`config.mk`:
```
export PLATFORM = sky130hd
export DESIGN_NAME = bbq_ctrl
export DESIGN_NICKNAME = d
export VERILOG_FILES = /design/src/rtl/core/bbq_pkg.sv /design/src/rtl/core/bbq_ctrl.sv
export SDC_FILE = /design/constraint.sdc
export NUM_CORES = 1
export LEC_CHECK = 0
export BUFFER_PORTS_ARGS = -buffer_cell sky130_fd_sc_hd__buf_2
export CAP_MARGIN = 20
export CORE_AREA = 5 5 42 44
export CTS_CLUSTER_DIAMETER = 150
export DETAILED_ROUTE_END_ITERATION = 16
export DIE_AREA = 0 0 47 49
export PLACE_DENSITY = 0.64
export SETUP_SLACK_MARGIN = 0.02
export SKIP_LAST_GASP = 1
export SYNTH_ARGS = -nofsm -noshare
export SYNTH_HDL_FRONTEND = slang
export SYNTH_SLANG_ARGS = --single-unit
```
`constraint.sdc`:
```
create_clock -name clk -period 1.4 [get_ports clk]
set_input_delay 0.35 -clock clk [delete_from_list [all_inputs] [get_ports clk]]
set_output_delay 0.35 -clock clk [all_outputs]
set_load 0.02 [all_outputs]
```
`src/rtl/core/bbq_pkg.sv`:
```
// Shared constants, codes and control types of the bandpass boost biquad.
package bbq_pkg;

	// Default sizes for the top level.
	localparam int MAX_CHAN_DEF    = 32;
	localparam int SAMPLE_BITS_DEF = 24;

	// Fixed-point layout.
	localparam int COEF_FRAC  = 28;
	localparam int EXTRA_FRAC = 16;
	localparam int BX_SHIFT   = COEF_FRAC - EXTRA_FRAC;
	localparam int WET_SHIFT  = COEF_FRAC + EXTRA_FRAC;
	// Low part of the filter state taken by one partial product.
	localparam int SPLIT      = 24;
	// Widest coefficient-side operand: target minus boost.
	localparam int COEF_A_W   = 33;
	// Unsigned 29-bit coefficients seen as signed operands.
	localparam int RAMP_BW    = 30;
	localparam int BOOST_W    = 32;
	// Wide enough to hold the largest clamped channel count.
	localparam int COUNT_W    = 7;

	// Configuration register widths and indexes.
	localparam int CFG_W     = 31;
	localparam int CFG_IDX_W = 3;
	localparam int B0_W      = 29;
	localparam int A1_W      = 31;
	localparam int A2_W      = 30;
	localparam int TGT_W     = 31;
	localparam int RAMP_W    = 29;
	localparam int CC_W      = 6;

	localparam logic [CFG_IDX_W-1:0] REG_B0   = 3'd0;
	localparam logic [CFG_IDX_W-1:0] REG_A1   = 3'd1;
	localparam logic [CFG_IDX_W-1:0] REG_A2   = 3'd2;
	localparam logic [CFG_IDX_W-1:0] REG_TGT  = 3'd3;
	localparam logic [CFG_IDX_W-1:0] REG_RAMP = 3'd4;
	localparam logic [CFG_IDX_W-1:0] REG_CC   = 3'd5;

	localparam logic [RAMP_W-1:0] RAMP_RESET = 29'h1000_0000;
	localparam logic [CC_W-1:0]   CC_RESET   = 6'd2;

	// Operand selections of the shared multiplier.
	localparam int MUL_SEL_W = 3;
	localparam logic [MUL_SEL_W-1:0] MUL_RAMP  = 3'd0;
	localparam logic [MUL_SEL_W-1:0] MUL_BX    = 3'd1;
	localparam logic [MUL_SEL_W-1:0] MUL_A1_LO = 3'd2;
	localparam logic [MUL_SEL_W-1:0] MUL_A1_HI = 3'd3;
	localparam logic [MUL_SEL_W-1:0] MUL_A2_LO = 3'd4;
	localparam logic [MUL_SEL_W-1:0] MUL_A2_HI = 3'd5;
	localparam logic [MUL_SEL_W-1:0] MUL_BO_LO = 3'd6;
	localparam logic [MUL_SEL_W-1:0] MUL_BO_HI = 3'd7;

	// Commands from the controller to the datapath.
	typedef struct packed {
		logic                 accept;
		logic                 mul_en;
		logic [MUL_SEL_W-1:0] mul_sel;
		logic                 acc_en;
		logic                 boost_en;
		logic                 filt_en;
		logic                 d1_en;
		logic                 wr_en;
		logic                 out_en;
	} bbq_cmd_t;

	// Status from the datapath to the controller.
	typedef struct packed {
		logic frame_start;
	} bbq_status_t;

endpackage

```
`src/rtl/core/bbq_ctrl.sv`:
```
// Sequencer that steps the shared multiplier through one item.
module bbq_ctrl (
	input  logic                 clk,
	input  logic                 arst_n,
	input  logic                 in_valid,
	output logic                 in_ready,
	output logic                 out_valid,
	input  logic                 out_ready,
	input  bbq_pkg::bbq_status_t status,
	output bbq_pkg::bbq_cmd_t    cmd
);

	localparam logic [3:0] S_IDLE   = 4'd0;
	localparam logic [3:0] S_RAMP_M = 4'd1;
	localparam logic [3:0] S_RAMP_A = 4'd2;
	localparam logic [3:0] S_BX_M   = 4'd3;
	localparam logic [3:0] S_FILT   = 4'd4;
	localparam logic [3:0] S_A1_LO  = 4'd5;
	localparam logic [3:0] S_A1_HI  = 4'd6;
	localparam logic [3:0] S_A1_SUM = 4'd7;
	localparam logic [3:0] S_A2_HI  = 4'd8;
	localparam logic [3:0] S_A2_SUM = 4'd9;
	localparam logic [3:0] S_BO_HI  = 4'd10;
	localparam logic [3:0] S_BO_SUM = 4'd11;

	logic [3:0] state_q;
	logic [3:0] state_d;
	logic       out_valid_q;
	logic       slot_free;

	assign slot_free = !out_valid_q || out_ready;
	assign in_ready  = (state_q == S_IDLE);
	assign out_valid = out_valid_q;

	// Next state and commands for each step.
	always_comb begin
		state_d = state_q;
		cmd     = '0;
		unique case (state_q)
			S_IDLE: begin
				cmd.accept = in_valid;
				if (in_valid) begin
					state_d = status.frame_start ? S_RAMP_M : S_BX_M;
				end
			end
			S_RAMP_M: begin
				cmd.mul_en  = 1'b1;
				cmd.mul_sel = bbq_pkg::MUL_RAMP;
				state_d     = S_RAMP_A;
			end
			S_RAMP_A: begin
				cmd.boost_en = 1'b1;
				state_d      = S_BX_M;
			end
			S_BX_M: begin
				cmd.mul_en  = 1'b1;
				cmd.mul_sel = bbq_pkg::MUL_BX;
				state_d     = S_FILT;
			end
			S_FILT: begin
				cmd.filt_en = 1'b1;
				state_d     = S_A1_LO;
			end
			S_A1_LO: begin
				cmd.mul_en  = 1'b1;
				cmd.mul_sel = bbq_pkg::MUL_A1_LO;
				state_d     = S_A1_HI;
			end
			S_A1_HI: begin
				cmd.mul_en  = 1'b1;
				cmd.mul_sel = bbq_pkg::MUL_A1_HI;
				cmd.acc_en  = 1'b1;
				state_d     = S_A1_SUM;
			end
			S_A1_SUM: begin
				cmd.d1_en   = 1'b1;
				cmd.mul_en  = 1'b1;
				cmd.mul_sel = bbq_pkg::MUL_A2_LO;
				state_d     = S_A2_HI;
			end
			S_A2_HI: begin
				cmd.mul_en  = 1'b1;
				cmd.mul_sel = bbq_pkg::MUL_A2_HI;
				cmd.acc_en  = 1'b1;
				state_d     = S_A2_SUM;
			end
			S_A2_SUM: begin
				cmd.wr_en   = 1'b1;
				cmd.mul_en  = 1'b1;
				cmd.mul_sel = bbq_pkg::MUL_BO_LO;
				state_d     = S_BO_HI;
			end
			S_BO_HI: begin
				cmd.mul_en  = 1'b1;
				cmd.mul_sel = bbq_pkg::MUL_BO_HI;
				cmd.acc_en  = 1'b1;
				state_d     = S_BO_SUM;
			end
			S_BO_SUM: begin
				// Wait here until the output register can take the item.
				if (slot_free) begin
					cmd.out_en = 1'b1;
					state_d    = S_IDLE;
				end
			end
			default: begin
				state_d = S_IDLE;
			end
		endcase
	end

	// State register and output valid flag.
	always_ff @(posedge clk or negedge arst_n) begin
		if (!arst_n) begin
			state_q     <= S_IDLE;
			out_valid_q <= 1'b0;
		end else begin
			state_q <= state_d;
			if (cmd.out_en) begin
				out_valid_q <= 1'b1;
			end else if (out_ready) begin
				out_valid_q <= 1'b0;
			end
		end
	end

	// A result is never loaded over one that is still waiting.
	a_no_overwrite: assert property (@(posedge clk) disable iff (!arst_n)
		cmd.out_en |-> (!out_valid_q || out_ready))
		else $error("result loaded over a waiting result");

	// Every accepted item starts its multiply sequence in the next cycle.
	a_accept_starts: assert property (@(posedge clk) disable iff (!arst_n)
		(in_valid && in_ready) |=> (state_q == S_RAMP_M || state_q == S_BX_M))
		else $error("accepted item did not start");

	// A frame start always takes the boost ramp step.
	a_frame_ramp: assert property (@(posedge clk) disable iff (!arst_n)
		(in_valid && in_ready && status.frame_start) |=> (state_q == S_RAMP_M))
		else $error("frame start skipped the boost ramp");

	// A new result appears only right after the final sum step.
	a_valid_source: assert property (@(posedge clk) disable iff (!arst_n)
		$rose(out_valid_q) |-> ($past(state_q) == S_BO_SUM))
		else $error("result valid without a final sum step");

endmodule

```
# After elaboration in Yosys (flattened, before gate mapping)
# Index checks and enable logic that the tools add are counted.
# word_totals
reg_bits	5
inputBits	5
output_inout_bits	13
wordCells	36
# classes
eq_ne	13
n_mux	15
reduce_logical	6
# op_table
cell	n
$pmux W4 S12	1
$pmux W4 S8	1
$eq A4 B3 Y1 const B	4
$eq A4 B4 Y1 const B	4
$mux W1	10
$eq A4 B2 Y1 const B	2
$mux W4	2
$eq A4 B1 Y1 const B	1
$logic_not A4 Y1	1
$ne A2 B2 Y1 const B	2
$reduce_or A3 Y1	1
$mux W2	1
$reduce_and A2 Y1	1
$reduce_bool A2 Y1	1
$logic_not A1 Y1	1
$logic_or A1 B1 Y1	1

# Logic depth before layout (Yosys ltp)
# logic_depth
word_depth	5
depth_mapped	4
mapped_depth_nobuf	3

# Worst setup path after synthesis
# No wires, ideal clock.
# synth_path
path_type	register to output
start	register state_q[2]
end	output port cmd[10] in the netlist's numbering
arrival_ns	1.564
required_time_ns	1.050
setup_slack_ns	-0.514
path_stages_with_launch	4
path_buffers	1
cell_sequence	dfrtp_1 buf_6 nor4_1 and2_1
# synth_rtl
element	line	text
start: declaration	bbq_ctrl.sv:26	logic [3:0] state_q;
start signal: assignment	bbq_ctrl.sv:118	state_q <= state_d;
end: declaration	bbq_ctrl.sv:10	output bbq_pkg::bbq_cmd_t cmd

==> impl_metrics.json <==
{
  "outcome": "finished with violations",
  "violations": "setup timing",
  "worst-path-buf-inv": 1,
  "cts_tree": "done",
  "syn_area_um2": 379,
  "vias": 443,
  "cellLeakagePower_uw": 0.000349,
  "yosysWarningCount": 0,
  "clock.fmax_mhz": 596,
  "ys_seq_area_frac": 0.330,
  "dp_hpwl_um": 841,
  "finalSetupViolCount": 12,
  "synthDistinctLibCells": 27,
  "ctsRootBufferMaster": "clkbuf_4",
  "period_minus_slack_ps": 1680,
  "max-cap-violations": 0,
  "clk_pin_slew_ps": 40,
  "ant_nets": 0,
  "crit_family": "flip-flops",
  "gp_congestion": 0.734,
  "hold_viol": 0,
  "netlist_top_cells_count": "dfrtp_1 (5), nor2_1 (5), a21oi_1 (4), buf_2 (4), nor3_1 (3)",
  "crit_path_max_incr_delay_ps": 470,
  "async_flop_share": 1.00,
  "syn-num-nets": 51,
  "grt_pass1_wl_mm": 2.15,
  "track_usage": 0.125,
  "worstPathMaxFanout": 8,
  "std_cell_rows": 14,
  "synth-edff-count": 0,
  "worst_pin_slew_ps": 406,
  "slowest_stage": "dfrtp_2",
  "netlist.area_leader.share": 0.330,
  "final_area_um2": 790,
  "fin_crit_sh": 1.20,
  "diodes": 0,
  "start_util": 0.271,
  "avgSynthCellArea_um2": 8.24,
  "overflow": 0,
  "slew_violations": 0,
  "fin_nets": 83,
  "die_w_um": 47,
  "place_area_um2": 639,
  "antenna_found_initial": 0,
  "syn_inst": 46,
  "grt_max_degree": 9,
  "crit_type": "flip-flop to output port",
  "endpoint_kind": "output port",
  "dieArea_um2": 2300,
  "die_y_um": 49,
  "required_ps": 1050,
  "setup_ws_ps": -278,
  "cts_made_buffers": 3,
  "post_drt_wl_per_cell_um": 13.2,
  "post-route-util": 0.563,
  "power_density_nw_per_um2": 3000,
  "wirelength_mm": 1.23,
  "drc": 0,
  "syn2layout_area_growth_pct": 108,
  "relSlewSlack": 0.729,
  "clock_path_buffers": 2,
  "drt_iter0_drc": 10,
  "synth_area_leader_cell": "dfrtp_1",
  "core_area_um2": 1400,
  "cp.arrival_ps": 1330,
  "ys_ff_latch": 5,
  "crit_chain": "nand2b_4 -> o211ai_1 -> buf_4",
  "skew_ps": 1.11,
  "viasPerCell": 4.76,
  "hold_path.class": "primary input to flip-flop",
  "ioPinCount": 18,
  "synth_flop_cell": "dfrtp_1",
  "ys_top_cells_by_area": "dfrtp_1 (33%), a21oi_1 (5.3%), buf_2 (5.3%), nor2_1 (5.0%), xnor2_1 (4.6%)",
  "clock_sinks": 5,
  "grt_pass1_vias": 469,
  "clk_latency_ps": 230,
  "first_pass_iters": 4,
  "numPortBuffers": 17,
  "crit_path_start_kind": "flip-flop",
  "drive_gt1_frac": 0.688,
  "rsz0062_at_grt": "yes",
  "h-tree-depth": 1,
  "peakVddDrop_mv": 1.22
}
-- per-stage QoR --
stage                     power, uW  TNS, ps  std cells  worst slack [ps]  hold WS [ps]
after floorplan                1380     -592         46              -125          54.4
after global routing           2520    -3360         93              -325           427
after detailed placement       1820     -550         87             -85.8           172
after CTS                      2290    -2680         93              -263           418
after global placement         1810     -550         87             -84.6           167
final                          2370    -2650         93              -278           426
-- layout make-up --
| type | instances | area, um2 |
|---|---|---|
| clock buffers | 4 | 26.3 |
| fillers | 132 | 612 |
| inverters | 2 | 7.51 |
| multi-input cells | 34 | 342 |
| flip-flops and latches | 5 | 129 |
| well taps | 16 | 20.0 |
| repair buffers | 32 | 265 |
-- path summary, 6_finish.rpt --
| check | cells after the start | end | slack, ps | from |
|---|---|---|---|---|
| hold reg to reg | 2 | state_q[2]$_DFFE_PN0P_ | 640 | state_q[3]$_DFFE_PN0P_ |
| hold / removal | 3 | state_q[1]$_DFFE_PN0P_ | 430 | status |
| min in group asynchronous | 2 | out_valid$_DFFE_PN0P_ | 450 | arst_n |
| setup reg to reg | 4 | state_q[0]$_DFFE_PN0P_ | 30 | state_q[2]$_DFFE_PN0P_ |
| max in group asynchronous | 2 | state_q[2]$_DFFE_PN0P_ | 800 | arst_n |
| setup / recovery | 3 | cmd[9] | -280 | state_q[2]$_DFFE_PN0P_ |
-- power breakdown --
group / leakage, uW / switching [uW] / total [uW] / internal, uW
Clock: 0.0000150 / 54.2 / 162 / 107
Combinational: 0.000275 / 894 / 1830 / 938
Sequential: 0.0000597 / 151 / 371 / 220
Total: 0.000349 / 1100 / 2370 / 1270
-- layer usage --
| layer | vias to the layer above | part of all wire | GRT usage |
|---|---|---|---|
| li1 | 225 | - | - |
| met1 | 204 | 0.41 | 0.156 |
| met2 | 12 | 0.51 | 0.197 |
| met3 | 2 | 0.057 | 0.0295 |
| met4 | 0 | 0.020 | 0.0553 |
| met5 | - | 0 | 0 |
-- logic make-up (layout without fill, tap and decap cells) --
| group | count (synthesis) | count (layout) | share of synthesized area |
|---|---|---|---|
| xor+xnor | 3 | 3 | 0.0693 |
| mux | 1 | 1 | 0.0264 |
| buf+inv | 7 | 38 | 0.102 |
| compound gates | 11 | 11 | 0.191 |
| simple gates | 19 | 19 | 0.281 |
| flops | 5 | 5 | 0.330 |
-- worst register-to-register path, cell delays in order, from the launching register on --
cell      delay [ps]
dfrtp_2          470
buf_4            170
or3_1            380
a21oi_1          160
a211oi_1          70
-- registers in the layout (all words and copies together) (netlist names) --
signal,cells
state_q,4
out_valid,1
-- what timing repair did --
item / in CTS / in global routing
setup endpoints to repair: 12 / 13
endpoints found under the hold margin: 5 / 0
resized for setup: 27 / 5
pin swaps: 2 / 3
setup buffers: 1 / 0
hold buffers: 1 / 0
-- cells in the final DEF, fill, tap and decap left out, types with 2 or more instances in the layout --
master,netlist,layout
buf_4,0,15
dfrtp_2,0,3
nor2_1,5,3
clkbuf_4,0,3
nor2_4,0,2
nor3_4,0,2
buf_2,4,6
nand2b_4,1,2
a21oi_1,4,2
dfrtp_1,5,2
buf_6,1,10
No activity file was read; power rests on OpenSTA's default activity.
